**src/rtl/mandelbrot_escape_time_defines.svh**
```systemverilog
// Assertion macros shared by the escape-time RTL.
`ifndef MANDELBROT_ESCAPE_TIME_DEFINES_SVH
`define MANDELBROT_ESCAPE_TIME_DEFINES_SVH

`ifndef NO_ASSERTIONS

// Consequent must hold in the same cycle as the antecedent.
`define MET_ASSERT_SAME(label, clk, rst_n, ante, cons) \
    label: assert property (@(posedge clk) disable iff (!rst_n) (ante) |-> (cons)) \
        else $error("escape-time assertion failed");

// Consequent must hold in the cycle after the antecedent.
`define MET_ASSERT_NEXT(label, clk, rst_n, ante, cons) \
    label: assert property (@(posedge clk) disable iff (!rst_n) (ante) |=> (cons)) \
        else $error("escape-time assertion failed");

`else

`define MET_ASSERT_SAME(label, clk, rst_n, ante, cons)
`define MET_ASSERT_NEXT(label, clk, rst_n, ante, cons)

`endif

`endif

```
**src/rtl/met_pkg.sv**
```systemverilog
package met_pkg;

    localparam int COUNT_BITS    = 16;
    localparam int FRACTION_BITS = 59;
    localparam int REG_COUNT     = 6;
    localparam int ADDR_BITS     = $clog2(REG_COUNT) + 3;
    localparam int REG_IDX_BITS  = ADDR_BITS - 3;
    localparam int DATA_BITS     = 64;

    localparam logic [12:0] MAX_WIDTH  = 13'd4096;
    localparam logic [12:0] MAX_HEIGHT = 13'd4096;

    typedef logic signed [63:0]      t_q;
    typedef logic [COUNT_BITS-1:0]   t_count;
    typedef logic [REG_IDX_BITS-1:0] t_reg_idx;

    localparam t_q Q_MAX  = {1'b0, {63{1'b1}}};
    localparam t_q Q_MIN  = {1'b1, {63{1'b0}}};
    localparam t_q FOUR_Q = t_q'(64'd4 << FRACTION_BITS);

    localparam t_reg_idx REG_CENTER_REAL     = t_reg_idx'(0);
    localparam t_reg_idx REG_CENTER_IMAG     = t_reg_idx'(1);
    localparam t_reg_idx REG_PIXEL_HALF_STEP = t_reg_idx'(2);
    localparam t_reg_idx REG_IMAGE_WIDTH     = t_reg_idx'(3);
    localparam t_reg_idx REG_IMAGE_HEIGHT    = t_reg_idx'(4);
    localparam t_reg_idx REG_ITERATION_LIMIT = t_reg_idx'(5);

    // Multiplier operand selection
    localparam logic [2:0] MOP_CX = 3'd0;
    localparam logic [2:0] MOP_CY = 3'd1;
    localparam logic [2:0] MOP_RR = 3'd2;
    localparam logic [2:0] MOP_II = 3'd3;
    localparam logic [2:0] MOP_RI = 3'd4;

    typedef struct packed {
        t_q          center_real;
        t_q          center_imag;
        logic [62:0] pixel_half_step;
        logic [12:0] image_width;
        logic [12:0] image_height;
        t_count      iteration_limit;
    } t_cfg;

    typedef struct packed {
        logic       load_item;
        logic       mul_start;
        logic [2:0] mul_op;
        logic       wr_cr;
        logic       wr_ci;
        logic       clr_z;
        logic       wr_zr2;
        logic       wr_zi2;
        logic       wr_cross;
        logic       upd1;
        logic       upd2;
        logic       out_wr;
    } t_cmd;

    typedef struct packed {
        logic mul_done;
        logic more;
        logic escape;
        logic out_free;
    } t_sts;

endpackage

```
**src/rtl/met_cfg.sv**
```systemverilog
module met_cfg (
    input  logic                              i_clk,
    input  logic                              i_rst_n,
    input  logic                              psel,
    input  logic                              penable,
    input  logic                              pwrite,
    input  logic [met_pkg::ADDR_BITS-1:0]     paddr,
    input  logic [met_pkg::DATA_BITS-1:0]     pwdata,
    output logic [met_pkg::DATA_BITS-1:0]     prdata,
    output logic                              pready,
    output met_pkg::t_cfg                     o_cfg,
    output logic                              o_limit_wr
);
    import met_pkg::*;

    t_cfg     r_cfg;
    logic     r_limit_wr;
    logic     wr_en;
    t_reg_idx idx;

    assign wr_en  = psel && penable && pwrite;
    assign idx    = paddr[ADDR_BITS-1:3];
    assign pready = 1'b1;

    always_ff @(posedge i_clk) begin
        if (!i_rst_n) begin
            r_cfg.center_real     <= '0;
            r_cfg.center_imag     <= '0;
            r_cfg.pixel_half_step <= '0;
            r_cfg.image_width     <= 13'd1;
            r_cfg.image_height    <= 13'd1;
            r_cfg.iteration_limit <= '0;
            r_limit_wr            <= 1'b0;
        end else begin
            r_limit_wr <= wr_en && (idx == REG_ITERATION_LIMIT);
            if (wr_en) begin
                unique case (idx)
                    REG_CENTER_REAL:     r_cfg.center_real     <= pwdata;
                    REG_CENTER_IMAG:     r_cfg.center_imag     <= pwdata;
                    REG_PIXEL_HALF_STEP: r_cfg.pixel_half_step <= pwdata[62:0];
                    REG_IMAGE_WIDTH:     r_cfg.image_width     <= pwdata[12:0];
                    REG_IMAGE_HEIGHT:    r_cfg.image_height    <= pwdata[12:0];
                    REG_ITERATION_LIMIT: r_cfg.iteration_limit <= pwdata[COUNT_BITS-1:0];
                    default: ;
                endcase
            end
        end
    end

    always_comb begin
        unique case (idx)
            REG_CENTER_REAL:     prdata = r_cfg.center_real;
            REG_CENTER_IMAG:     prdata = r_cfg.center_imag;
            REG_PIXEL_HALF_STEP: prdata = {1'b0, r_cfg.pixel_half_step};
            REG_IMAGE_WIDTH:     prdata = {51'd0, r_cfg.image_width};
            REG_IMAGE_HEIGHT:    prdata = {51'd0, r_cfg.image_height};
            REG_ITERATION_LIMIT: prdata = {{(DATA_BITS-COUNT_BITS){1'b0}},
                                           r_cfg.iteration_limit};
            default:             prdata = '0;
        endcase
    end

    assign o_cfg      = r_cfg;
    assign o_limit_wr = r_limit_wr;

endmodule

```
**config.mk**
```make
export PLATFORM = sky130hd
export DESIGN_NAME = met_cfg
export DESIGN_NICKNAME = d
export VERILOG_FILES = /design/src/rtl/mandelbrot_escape_time_defines.svh /design/src/rtl/met_pkg.sv /design/src/rtl/met_cfg.sv
export SDC_FILE = /design/constraint.sdc
export NUM_CORES = 1
export LEC_CHECK = 0
export ABC_AREA = 0
export BUFFER_PORTS_ARGS = -buffer_cell sky130_fd_sc_hd__buf_2
export CORE_MARGIN = 8
export CORE_UTILIZATION = 45
export DETAILED_ROUTE_END_ITERATION = 8
export PLACE_DENSITY = 0.71
export SYNTH_ARGS = -nofsm -noshare
export SYNTH_HDL_FRONTEND = slang
export SYNTH_SLANG_ARGS = --single-unit
```
**constraint.sdc**
```tcl
create_clock -name i_clk -period 2.4 [get_ports i_clk]
set_clock_uncertainty 0.05 [all_clocks]
set_input_delay 0.48 -clock i_clk [delete_from_list [all_inputs] [get_ports i_clk]]
set_output_delay 0.48 -clock i_clk [all_outputs]
set_load 0.02 [all_outputs]
```
==> key figures <==
Die
  – Total Die Area: 0.02863 sq mm
  – Initial core utilization: 0.4540
  – CORE AREA: 0.02326 sq mm
  – Die X: 169.2 microns
  – Ports: 374
  – Number of core rows: 56
  – DIE HEIGHT: 169.2 microns

GRT
  – Largest net degree at the start of global routing: 105
  – First-pass GRT wire length: 52100 microns
  – Antenna violations before repair: 0
  – Total gr overflow: 0
  – Vias in the first global route: 9479
  – Gr usage total: 0.2211

Placed design
  – Placer Congestion: 0.8479
  – I/O Buffers: 369
  – DP Wirelength: 24070 microns
  – Placed instance count: 1744

Drt
  – DRC: 0
  – WL per Instance: 18.64 microns
  – Vias post-DR: 9323
  – Post-DR vias/cell: 5.214
  – First-pass DRT Iterations: 5
  – Starting DRT DRC Count: 532
  – Final ANT Viol Nets: 0
  – Final wirelength: 33330 microns

Synth
  – Netlist cell types: 35
  – Mapped Avg Cell Area: 9.618 sq um
  – Yosys reg bits: 234
  – EDFF count, synth: 0
  – Synthesized area: 0.01056 sq mm
  – Sequential element share of the synthesized area: 0.4436
  – Async S/R FF share, synth: 0
  – Syn nets: 1173
  – Mapped Cells: 1098
  – YS warnings: 0
  – Commonest register cell after synthesis: dfxtp_1

Setup path
  – Setup CP Type: reg2out
  – Critical path cell sequence: mux4_2, nand2_1, o21ai_0, buf_2
  – Slowest stage cell, crit path: mux4_2
  – Worst setup EP type: output pin
  – Worst Path Arrival: 1750 ps
  – Critical path's largest stage delay: 500 ps
  – Critical path required time: 1870 ps
  – Crit path launch type: register
  – Crit-path max FO: 3

CTS
  – Post-CTS Hold Fix Bufs: 0
  – Worst-Skew Late Latency: 510 ps
  – CTS HTree Levels: 1
  – Post-cts gate resize count: 0
  – # clock sinks: 234
  – Clk buf depth: 3
  – Clock root buffer: clkbuf_16
  – TritonCTS clock tree: built
  – TritonCTS Buffers: 25
  – Reg clk slew, reported paths: 60 ps
  – Setup bufs post-CTS: 0

Status
  – Status: complete, no violations

Timing
  – RSZ-0062 raised after global routing: false
  – Fin crit share: 0.9501
  – Min Tclk post-route: 2280 ps
  – Slew Limit Fails: 0
  – Maximum clock rate: 0.4386 GHz
  – Final setup viols: 0
  – Endpoints failing hold: 0
  – Setup TNS: 0 ps

Finish
  – # fillers: 2052
  – Final Non-Filler Cells: 1788
  – Area Overhead vs Synth: 30.89%
  – Fraction of layout cells with a size suffix above 1: 0.3336
  – NumNets Final: 1527
  – # diodes: 0
  – Most common cell after layout, fill and taps aside: buf_2
  – Most frequent cells in the layout: buf_2 (366), nand2_1 (305), mux2i_1 (293), dfxtp_1 (234)

Job
  – Max-cap violations: 0

Power and ir drop
  – PwrDens: 635.3 mW/mm^2
  – Leak: 6.168 nW
  – Peak VDD IR: 0.0006153 V

Hold path
  – Type of the worst min-delay path: in2reg
through the flow:
stage          hold WS [ps]  area (sq um)  worst slack (ps)  power [mW]  utilization
5_1_grt               211.6         13820             42.33       9.067       0.5942
3_3_place_gp          401.5         12910             41.33       4.649       0.5550
6_report              210.0         13820             119.8       8.781       0.5942
4_1_cts               190.3         13820             21.96       8.861       0.5940
2_1_floorplan         491.1         10560             183.9       4.402            -
3_5_place_dp          412.6         12910             38.98       4.654       0.5550
critical path, delay by kind of cell, from the launching register on:
kind / cells / cell delay (ps)
AOI/OAI and AO/OA: 1 / 120
buffers and inverters: 1 / 190
DFF: 1 / 340
muxes: 1 / 500
and+or+nand+nor: 1 / 80
final timing paths:
path,slack [ps],endpoint,from,cells past startpoint
setup / recovery,120,prdata[8],o_cfg[37],4
hold / removal,210,o_cfg[103],pwdata[61],3
setup reg to reg,1640,o_cfg[193],o_cfg[193],2
hold reg to reg,420,o_cfg[120],o_cfg[120],2
final cells by class:
| class | count | area (sq um) | share of cell area |
|---|---|---|---|
| clock buffer | 28 | 666.9 | 0.04825 |
| tap | 319 | 399.1 | 0.02888 |
| sequential | 234 | 4684 | 0.3389 |
| inverter | 1 | 3.754 | 0.0002716 |
| clock inverter | 16 | 240.2 | 0.01738 |
| timing repair buffer | 417 | 2462 | 0.1781 |
| multi-input combinational | 773 | 5365 | 0.3882 |
routing by layer:
layer  routed length [microns]  track usage  vias up
met3                      2324      0.04629       62
met5                         0            0        -
met1                     13880       0.2611     4457
met2                     16250       0.3940      332
li1                          -            -     4472
met4                       882      0.07234        0
cell usage after synthesis (8+ instances only):
master | number | area, sq um
buf_2 | 11 | 55.05
a21oi_1 | 8 | 40.04
clkbuf_1 | 41 | 153.9
nor2_1 | 47 | 176.4
a2bb2oi_1 | 47 | 411.6
buf_1 | 11 | 41.29
mux2_2 | 19 | 214.0
nand2_1 | 305 | 1145
buf_4 | 15 | 112.6
dfxtp_1 | 234 | 4684
mux2i_1 | 293 | 2933
state kept, by name (all words and copies together) (netlist names):
signal,flops
o_cfg,233
o_limit_wr,1
logic make-up (layout without fill, tap and decap cells):
logic type / count (synthesis) / after routing / share of synthesized area
other cells: 1 / 1 / 0.0003551
simple gates: 378 / 378 / 0.1440
flops: 234 / 234 / 0.4436
mux: 314 / 314 / 0.3023
buf+inv: 91 / 462 / 0.04964
compound gates: 80 / 80 / 0.06019
report_power, final:
part	total (mW)	internal [mW]	switching, mW	leakage (nW)
registers	3.94	3.91	0.0250	1.89
logic	0.634	0.245	0.388	3.83
clock network	4.21	2.64	1.57	0.451
(Power assumes the default switching activity.)
