`src/rtl/mandelbrot_escape_time_defines.svh`:
```
// Assertion macros shared by the escape-time RTL.
`ifndef MANDELBROT_ESCAPE_TIME_DEFINES_SVH
`define MANDELBROT_ESCAPE_TIME_DEFINES_SVH

`ifndef NO_ASSERTIONS

// Consequent must hold in the same cycle as the antecedent.
`define MET_ASSERT_SAME(label, clk, rst_n, ante, cons) \
    label: assert property (@(posedge clk) disable iff (!rst_n) (ante) |-> (cons)) \
        else $error("escape-time assertion failed");

// Consequent must hold in the cycle after the antecedent.
`define MET_ASSERT_NEXT(label, clk, rst_n, ante, cons) \
    label: assert property (@(posedge clk) disable iff (!rst_n) (ante) |=> (cons)) \
        else $error("escape-time assertion failed");

`else

`define MET_ASSERT_SAME(label, clk, rst_n, ante, cons)
`define MET_ASSERT_NEXT(label, clk, rst_n, ante, cons)

`endif

`endif

```
`src/rtl/met_pkg.sv`:
```
package met_pkg;

    localparam int COUNT_BITS    = 16;
    localparam int FRACTION_BITS = 59;
    localparam int REG_COUNT     = 6;
    localparam int ADDR_BITS     = $clog2(REG_COUNT) + 3;
    localparam int REG_IDX_BITS  = ADDR_BITS - 3;
    localparam int DATA_BITS     = 64;

    localparam logic [12:0] MAX_WIDTH  = 13'd4096;
    localparam logic [12:0] MAX_HEIGHT = 13'd4096;

    typedef logic signed [63:0]      t_q;
    typedef logic [COUNT_BITS-1:0]   t_count;
    typedef logic [REG_IDX_BITS-1:0] t_reg_idx;

    localparam t_q Q_MAX  = {1'b0, {63{1'b1}}};
    localparam t_q Q_MIN  = {1'b1, {63{1'b0}}};
    localparam t_q FOUR_Q = t_q'(64'd4 << FRACTION_BITS);

    localparam t_reg_idx REG_CENTER_REAL     = t_reg_idx'(0);
    localparam t_reg_idx REG_CENTER_IMAG     = t_reg_idx'(1);
    localparam t_reg_idx REG_PIXEL_HALF_STEP = t_reg_idx'(2);
    localparam t_reg_idx REG_IMAGE_WIDTH     = t_reg_idx'(3);
    localparam t_reg_idx REG_IMAGE_HEIGHT    = t_reg_idx'(4);
    localparam t_reg_idx REG_ITERATION_LIMIT = t_reg_idx'(5);

    // Multiplier operand selection
    localparam logic [2:0] MOP_CX = 3'd0;
    localparam logic [2:0] MOP_CY = 3'd1;
    localparam logic [2:0] MOP_RR = 3'd2;
    localparam logic [2:0] MOP_II = 3'd3;
    localparam logic [2:0] MOP_RI = 3'd4;

    typedef struct packed {
        t_q          center_real;
        t_q          center_imag;
        logic [62:0] pixel_half_step;
        logic [12:0] image_width;
        logic [12:0] image_height;
        t_count      iteration_limit;
    } t_cfg;

    typedef struct packed {
        logic       load_item;
        logic       mul_start;
        logic [2:0] mul_op;
        logic       wr_cr;
        logic       wr_ci;
        logic       clr_z;
        logic       wr_zr2;
        logic       wr_zi2;
        logic       wr_cross;
        logic       upd1;
        logic       upd2;
        logic       out_wr;
    } t_cmd;

    typedef struct packed {
        logic mul_done;
        logic more;
        logic escape;
        logic out_free;
    } t_sts;

endpackage

```
`src/rtl/met_ctl.sv`:
```
module met_ctl (
    input  logic          i_clk,
    input  logic          i_rst_n,
    input  logic          i_in_valid,
    output logic          o_in_ready,
    input  met_pkg::t_sts i_sts,
    output met_pkg::t_cmd o_cmd
);
    import met_pkg::*;

    localparam logic [3:0] S_IDLE = 4'd0;
    localparam logic [3:0] S_CX   = 4'd1;
    localparam logic [3:0] S_CXW  = 4'd2;
    localparam logic [3:0] S_CYW  = 4'd3;
    localparam logic [3:0] S_CHK  = 4'd4;
    localparam logic [3:0] S_RRW  = 4'd5;
    localparam logic [3:0] S_IIW  = 4'd6;
    localparam logic [3:0] S_ESC  = 4'd7;
    localparam logic [3:0] S_RIW  = 4'd8;
    localparam logic [3:0] S_UPD1 = 4'd9;
    localparam logic [3:0] S_UPD2 = 4'd10;
    localparam logic [3:0] S_OUT  = 4'd11;

    logic [3:0] r_state;
    logic [3:0] n_state;

    always_comb begin
        n_state = r_state;
        o_cmd   = '0;
        unique case (r_state)
            S_IDLE: begin
                if (i_in_valid) begin
                    o_cmd.load_item = 1'b1;
                    n_state         = S_CX;
                end
            end
            S_CX: begin
                o_cmd.mul_start = 1'b1;
                o_cmd.mul_op    = MOP_CX;
                n_state         = S_CXW;
            end
            S_CXW: begin
                if (i_sts.mul_done) begin
                    o_cmd.wr_cr     = 1'b1;
                    o_cmd.mul_start = 1'b1;
                    o_cmd.mul_op    = MOP_CY;
                    n_state         = S_CYW;
                end
            end
            S_CYW: begin
                if (i_sts.mul_done) begin
                    o_cmd.wr_ci = 1'b1;
                    o_cmd.clr_z = 1'b1;
                    n_state     = S_CHK;
                end
            end
            S_CHK: begin
                if (i_sts.more) begin
                    o_cmd.mul_start = 1'b1;
                    o_cmd.mul_op    = MOP_RR;
                    n_state         = S_RRW;
                end else begin
                    n_state = S_OUT;
                end
            end
            S_RRW: begin
                if (i_sts.mul_done) begin
                    o_cmd.wr_zr2    = 1'b1;
                    o_cmd.mul_start = 1'b1;
                    o_cmd.mul_op    = MOP_II;
                    n_state         = S_IIW;
                end
            end
            S_IIW: begin
                if (i_sts.mul_done) begin
                    o_cmd.wr_zi2 = 1'b1;
                    n_state      = S_ESC;
                end
            end
            S_ESC: begin
                if (i_sts.escape) begin
                    n_state = S_OUT;
                end else begin
                    o_cmd.mul_start = 1'b1;
                    o_cmd.mul_op    = MOP_RI;
                    n_state         = S_RIW;
                end
            end
            S_RIW: begin
                if (i_sts.mul_done) begin
                    o_cmd.wr_cross = 1'b1;
                    n_state        = S_UPD1;
                end
            end
            S_UPD1: begin
                o_cmd.upd1 = 1'b1;
                n_state    = S_UPD2;
            end
            S_UPD2: begin
                o_cmd.upd2 = 1'b1;
                n_state    = S_CHK;
            end
            S_OUT: begin
                if (i_sts.out_free) begin
                    o_cmd.out_wr = 1'b1;
                    n_state      = S_IDLE;
                end
            end
            default: begin
                n_state = S_IDLE;
            end
        endcase
    end

    always_ff @(posedge i_clk) begin
        if (!i_rst_n) begin
            r_state <= S_IDLE;
        end else begin
            r_state <= n_state;
        end
    end

    assign o_in_ready = (r_state == S_IDLE);

endmodule

```
`config.mk`:
```
export PLATFORM = sky130hd
export DESIGN_NAME = met_ctl
export DESIGN_NICKNAME = d
export VERILOG_FILES = /design/src/rtl/mandelbrot_escape_time_defines.svh /design/src/rtl/met_pkg.sv /design/src/rtl/met_ctl.sv
export SDC_FILE = /design/constraint.sdc
export NUM_CORES = 1
export LEC_CHECK = 0
export BUFFER_PORTS_ARGS = -buffer_cell sky130_fd_sc_hd__buf_4
export CORE_AREA = 2 2 39 41
export DETAILED_ROUTE_END_ITERATION = 8
export DIE_AREA = 0 0 41 43
export GPL_ROUTABILITY_DRIVEN = 0
export HOLD_SLACK_MARGIN = 0.12
export PLACE_DENSITY = 0.71
export RECOVER_POWER = 100
export SETUP_SLACK_MARGIN = 0.3
export SLEW_MARGIN = 5
export SYNTH_ARGS = -nofsm -noshare
export SYNTH_HDL_FRONTEND = slang
export SYNTH_SLANG_ARGS = --single-unit
```
`constraint.sdc`:
```
create_clock -name i_clk -period 2.5 [get_ports i_clk]
set_input_delay 0.5 -clock i_clk [delete_from_list [all_inputs] [get_ports i_clk]]
set_output_delay 0.5 -clock i_clk [all_outputs]
set_load 0.01 [all_outputs]
```
==> results of run 1 <==
final cells by class:
type / instances / area, µm² / area share
multi-input cells: 62 / 406.6 / 0.6098
well taps: 16 / 20.02 / 0.03002
repair buffers: 24 / 127.6 / 0.1914
inverters: 2 / 7.507 / 0.01126
flip-flops and latches: 4 / 82.58 / 0.1238
clock buffers: 3 / 22.52 / 0.03377
cells in the mapped netlist, types with 2 or more instances:
cell type	instances	area [µm²]
nor2_1	8	30.03
nor3_1	7	35.03
a21oi_1	5	25.02
clkbuf_1	5	18.77
dfxtp_1	4	80.08
nand2b_1	4	25.02
mux2i_1	3	30.03
nand2_1	3	11.26
nor4_1	3	18.77
o21ai_0	3	15.01
and2_1	2	12.51
inv_1	2	7.510
nand3_1	2	10.01
o21a_1	2	15.01
worst paths after layout:
kind | endpoint | slack (ns) | cells past startpoint
setup / recovery | o_cmd[8] | 0.36 | 4
hold / removal | r_state[3] | 0.54 | 2
setup reg to reg | r_state[1] | 0.72 | 5
hold reg to reg | r_state[0] | 0.61 | 2
per-stage QoR:
step / worst slack (ns) / area, µm² / power [mW]
5_1_grt: 0.2766 / 666.9 / 0.8453
3_3_place_gp: 0.5312 / 694.4 / 0.7320
3_5_place_dp: 0.4763 / 694.4 / 0.7407
4_1_cts: 0.3626 / 718.2 / 0.8295
6_report: 0.3616 / 666.9 / 0.7847
2_1_floorplan: 0.5904 / 540.5 / 0.5787
power by group through the flow:
stage | Combinational (mW) | Sequential (mW) | Clock, mW
6_report | 0.509 | 0.193 | 0.0836
5_1_grt | 0.562 | 0.196 | 0.0872
4_1_cts | 0.553 | 0.189 | 0.0870
3_5_place_dp | 0.553 | 0.188 | 0
3_3_place_gp | 0.548 | 0.184 | 0
2_1_floorplan | 0.472 | 0.107 | 0
kinds of logic after synthesis:
| logic type | count (synthesis) |
|---|---|
| mux | 3 |
| flops | 4 |
| xor+xnor | 1 |
| simple gates | 38 |
| buf+inv | 11 |
| compound gates | 20 |
timing repair:
item | CTS | global route
pin swaps | 0 | 0
setup endpoints to repair | 1 | 1
resized for setup | 1 | 1
layer usage:
metal / track usage / vias to the layer above / routed length, µm / part of all wire
met1: 0.2420 / 291 / 633 / 0.43
met3: 0 / 3 / 45 / 0.031
met5: 0 / - / 0 / 0
met4: 0.1467 / 0 / 31 / 0.021
met2: 0.2906 / 20 / 755 / 0.52
li1: - / 321 / - / -
==> results.sh, run 1 <==
export IMPL_ant_nets=0
export IMPL_grt_pass1_vias=546
export IMPL_syn_num_nets=84
export IMPL_cts_tree="yes"
export IMPL_muxShareOfSynthArea=0.05556
export IMPL_cp_cell_sequence="nand2b_1, or2_2, nor3_1, clkbuf_1"
export IMPL_power_frac_seq=0.245
export IMPL_grt_overflow=0
export IMPL_fmax_mhz=467.6
export IMPL_cts_buffers_inserted=3
export IMPL_post_cts_buffers=0
export IMPL_largest_register_ffs=4
export IMPL_insertion_delay_ns=0.24
export IMPL_final_core_util=0.4819
export IMPL_ir_drop_v=0.0004558
export IMPL_initial_core_util=0.3906
export IMPL_startpoint="r_state[1]"
export IMPL_ys_warnings_count=0
export IMPL_slew_viol_final=0
export IMPL_io_pin_count=22
export IMPL_via_per_inst=5.721
export IMPL_synthesis_area_um2=540.5
export IMPL_period_share=0.8554
export IMPL_power_switching_mw=0.4000
export IMPL_synth_main_ff_cell="dfxtp_1"
export IMPL_yosysSeqAreaShare=0.1481
export IMPL_yosysUniqueCellTypes=38
export IMPL_crit_path_end_kind="primary output"
export IMPL_worstHoldStart="i_rst_n"
export IMPL_fin_skew_ns=0.007164
export IMPL_nFillCells=155
export IMPL_hold_class="in2reg"
export IMPL_synth_compound_area_share=0.2917
export IMPL_die_area_um2=1763
export IMPL_crit_slowest_cell="dfxtp_1"
export IMPL_hold_viol=0
export IMPL_p_int_mw=0.3847
export IMPL_switching_share=0.5098
export IMPL_port_buffers=21
export IMPL_setup_viol=0
export IMPL_syn_inst=77
export IMPL_powerDensity_nw_per_um2=1177
export IMPL_grtUsageTotal=0.1912
export IMPL_final_common_cell="clkbuf_1"
export IMPL_clk_pin_slew_ns=0.04
export IMPL_layout_common_cells="clkbuf_1, buf_4, nor2_1, nor3_1, a21oi_1"
export IMPL_outcome="complete, no violations"
export IMPL_power_frac_comb=0.648
export IMPL_htreeDepth=1
export IMPL_synth_edf_count=0
export IMPL_critPathTopFamily="simple AND/OR/NAND/NOR gates"
export IMPL_p_clk_frac=0.107
export IMPL_yosys_register_bits=4
export IMPL_nets=104
export IMPL_grt_max_degree=21
export IMPL_die_y_um=43
export IMPL_coreArea_um2=1384
export IMPL_cts_path_max_buffers=2
export IMPL_antenna_found_initial=0
export IMPL_wl_mm=1.466
export IMPL_antennaDiodeCount=0
export IMPL_yosys_area_share_simple=0.3889
export IMPL_drive_gt1_frac=0.1895
export IMPL_drt_pass1_iter_count=4
export IMPL_first_iter_violations=30
export IMPL_die_x_um=41
export IMPL_drv_cap=0
export IMPL_fin_crit_ns=2.138
export IMPL_rows=14
export IMPL_fin_cells=111
export IMPL_hold_buffers=0
export IMPL_p_leak_nw=0.2450
export IMPL_synth_top_family_by_area="simple AND/OR/NAND/NOR gates"
export IMPL_clock_root_buffer="clkbuf_4"
export IMPL_async_flop_share=0
export IMPL_syn_avg_cell_area_um2=7.020
export IMPL_slew_headroom=0.6966
export IMPL_regMostFlops="r_state"
export IMPL_reg_top3="r_state x4"
export IMPL_clock_sinks=4
export IMPL_synth_xor_area_share=0.01620
export IMPL_path_max_fanout=14
export IMPL_required_ns=2.00
export IMPL_crit_buf_inv=1
export IMPL_vias=635
export IMPL_area_growth_pct=23.38
export IMPL_start_kind="flip-flop"
export IMPL_dp_final_hpwl_mm=1.042
export IMPL_synthAdderAreaFrac=0
export IMPL_rsz0062_at_grt="false"
export IMPL_drc=0
export IMPL_grt_pass1_wl_mm=2.283
export IMPL_worstSetupPathType="reg2out"
export IMPL_holdWs_ns=0.5393
export IMPL_wl_per_cell_um=13.21
export IMPL_placed_cells=108
export IMPL_worst_slew_pin_slew_ns=0.4545
export IMPL_cp_data_arrival_time_ns=1.64
export IMPL_setup_tns_ns=0
export IMPL_r2r_start="r_state[1]"
export IMPL_cpPeakStageDelay_ns=0.59
Power figures use the tool's default switching activity.
==> run 2: changes to the inputs <==
--- a/config.mk
+++ b/config.mk
@@ -6,12 +6,12 @@
 export NUM_CORES = 1
 export LEC_CHECK = 0
 export BUFFER_PORTS_ARGS = -buffer_cell sky130_fd_sc_hd__buf_4
-export CORE_AREA = 2 2 39 41
+export CORE_MARGIN = 2
+export CORE_UTILIZATION = 41
 export DETAILED_ROUTE_END_ITERATION = 8
-export DIE_AREA = 0 0 41 43
 export GPL_ROUTABILITY_DRIVEN = 0
 export HOLD_SLACK_MARGIN = 0.12
-export PLACE_DENSITY = 0.71
+export PLACE_DENSITY = 0.74
 export RECOVER_POWER = 100
 export SETUP_SLACK_MARGIN = 0.3
 export SLEW_MARGIN = 5
==> constraint.sdc (replaced) <==
create_clock -name i_clk -period 1.95 [get_ports i_clk]
set_input_delay 0.39 -clock i_clk [delete_from_list [all_inputs] [get_ports i_clk]]
set_output_delay 0.39 -clock i_clk [all_outputs]
set_load 0.01 [all_outputs]
==> run 2 against run 1 <==
First-iteration DRC count fell by 30%. Highest routed layer unchanged. Total power rose by 87%. Sequential share of layout area fell by 2.7 points. Final cell count increased by 14%. Die area down 7.8%. Sequential cell count stayed put. Largest cell class unchanged. Clock power rose by 36%. Largest power group unchanged. Clock skew increased by 0.0017 ns. Worst setup slack got worse by 0.25 ns. Register-to-register slack worse by 0.40 ns. Count of clock-buffer cells in the layout unchanged. Via count increased by 17%.
==> results.sh, run 2 (synthesis results as in run 1) <==
export IMPL_hold_buffers=0
export IMPL_fin_skew_ns=0.008833
export IMPL_ant_nets=0
export IMPL_drc=0
export IMPL_p_int_mw=0.7728
export IMPL_clock_sinks=4
export IMPL_rows=13
export IMPL_initial_core_util=0.4260
export IMPL_slew_viol_final=0
export IMPL_first_iter_violations=21
export IMPL_wl_met2_mm=1.072
export IMPL_cp_cell_sequence="clkbuf_2, nor4_1, buf_4"
export IMPL_power_frac_seq=0.157
export IMPL_period_share=0.9432
export IMPL_io_pin_count=22
export IMPL_drive_gt1_frac=0.5495
export IMPL_grt_max_degree=13
export IMPL_wl_mm=2.216
export IMPL_wl_per_cell_um=17.59
export IMPL_dp_final_hpwl_mm=1.152
export IMPL_worstSetupPathType="reg2out"
export IMPL_grt_pass1_wl_mm=2.967
export IMPL_hold_class="in2reg"
export IMPL_powerDensity_nw_per_um2=1554
export IMPL_die_area_um2=1625
export IMPL_path_max_fanout=12
export IMPL_power_switching_mw=0.6950
export IMPL_drv_cap=0
export IMPL_grtUsageTotal=0.2891
export IMPL_cts_buffers_inserted=3
export IMPL_start_kind="flip-flop"
export IMPL_grt_overflow=0
export IMPL_die_x_um=40.31
export IMPL_wl_met1_um=979
export IMPL_p_clk_frac=0.077
export IMPL_design_area_um2=944.7
export IMPL_hold_viol=0
export IMPL_nets=120
export IMPL_outcome="complete, no violations"
export IMPL_rsz0062_at_grt="true"
export IMPL_port_buffers=21
export IMPL_final_common_cell="buf_4"
export IMPL_crit_path_end_kind="primary output"
export IMPL_crit_slowest_cell="dfxtp_1"
export IMPL_p_leak_nw=0.3938
export IMPL_switching_share=0.4735
export IMPL_dr_wl_met3_um=94
export IMPL_cts_path_max_buffers=2
export IMPL_clock_root_buffer="clkbuf_4"
export IMPL_setup_tns_ns=0
export IMPL_setup_viol=0
export IMPL_coreArea_um2=1269
export IMPL_ir_drop_v=0.001011
export IMPL_cp_data_arrival_time_ns=1.45
export IMPL_worst_slew_pin_slew_ns=0.4472
export IMPL_die_y_um=40.31
export IMPL_cpPeakStageDelay_ns=0.38
export IMPL_top_layer="met4"
export IMPL_fin_crit_ns=1.839
export IMPL_area_growth_pct=74.77
export IMPL_vias=741
export IMPL_required_ns=1.56
export IMPL_htreeDepth=1
export IMPL_insertion_delay_ns=0.25
export IMPL_clk_pin_slew_ns=0.04
export IMPL_grt_pass1_vias=637
export IMPL_power_frac_comb=0.766
export IMPL_reg_top3="r_state x4"
export IMPL_critPathTopFamily="buffers and inverters"
export IMPL_antenna_found_initial=0
export IMPL_slew_headroom=0.7014
export IMPL_fmax_mhz=543.7
export IMPL_regMostFlops="r_state"
export IMPL_antennaDiodeCount=0
export IMPL_placed_area_um2=730.7
export IMPL_layout_common_cells="buf_4, buf_6, nor3_1, clkbuf_1, nor2_1"
export IMPL_drt_pass1_iter_count=4
export IMPL_largest_register_ffs=4
export IMPL_cts_tree="yes"
export IMPL_via_per_inst=5.881
export IMPL_crit_buf_inv=2
[run 2: cell types whose count changed in the layout (fill, tap and decap cells not counted), sizes merged]
| cell | before | now |
|---|---|---|
| clkbuf | 17 | 9 |
| buf | 10 | 34 |
[run 2: path summary, 6_finish.rpt]
path | startpoint | end | slack [ns] | cells past startpoint
worst min register to register | r_state[2] | r_state[2] | 0.69 | 3
worst max-delay path | r_state[3] | o_cmd[5] | 0.11 | 3
worst min-delay path | i_rst_n | r_state[0] | 0.42 | 3
worst max register to register | r_state[2] | r_state[1] | 0.32 | 6
[run 2: cell type report]
cell class | count | area, µm²
sequential | 4 | 91.34
fill | 103 | 324.1
timing repair buffer | 40 | 305.3
tap | 15 | 18.77
clock buffer | 3 | 22.52
multi-input combinational | 62 | 499.2
inverter | 2 | 7.507
[run 2: metal layers]
layer | vias to the layer above | global-route usage
met5 | - | 0
met4 | 0 | 0.2500
met3 | 9 | 0.05000
met2 | 26 | 0.4153
met1 | 350 | 0.3663
li1 | 356 | -
[run 2: repair_timing]
item / in CTS / in global routing
gates resized for setup: 34 / 10
pin swaps: 10 / 8
buffers inserted: 7 / 5
endpoints found under the setup margin: 16 / 15
[run 2: worst register-to-register path: stages, from the launching register on]
cell,delay [ns]
dfxtp_4,0.39
buf_6,0.13
nand2_4,0.07
buf_4,0.14
xor2_1,0.16
o311ai_2,0.41
o221a_2,0.26
[run 2: power groups by stage]
stage	sequential, mW	clock, mW	combinational, mW
4_1_cts	0.239	0.113	1.06
3_3_place_gp	0.205	0	0.816
2_1_floorplan	0.137	0	0.628
5_1_grt	0.236	0.116	1.19
3_5_place_dp	0.209	0	0.817
6_report	0.230	0.114	1.12
[run 2: stage by stage]
step                      utilization  cells  setup slack (ns)  hold slack, ns  power (mW)
after global routing           0.7446    126           0.09155          0.4406       1.543
final                          0.7446    126            0.1108          0.4235       1.468
after detailed placement       0.5759    111            0.2404          0.6907       1.026
after CTS                      0.7268    121            0.2677          0.4243       1.411
after global placement         0.5759    111            0.2619          0.6864       1.021
after floorplan                     -     77            0.1746          0.5319      0.7649
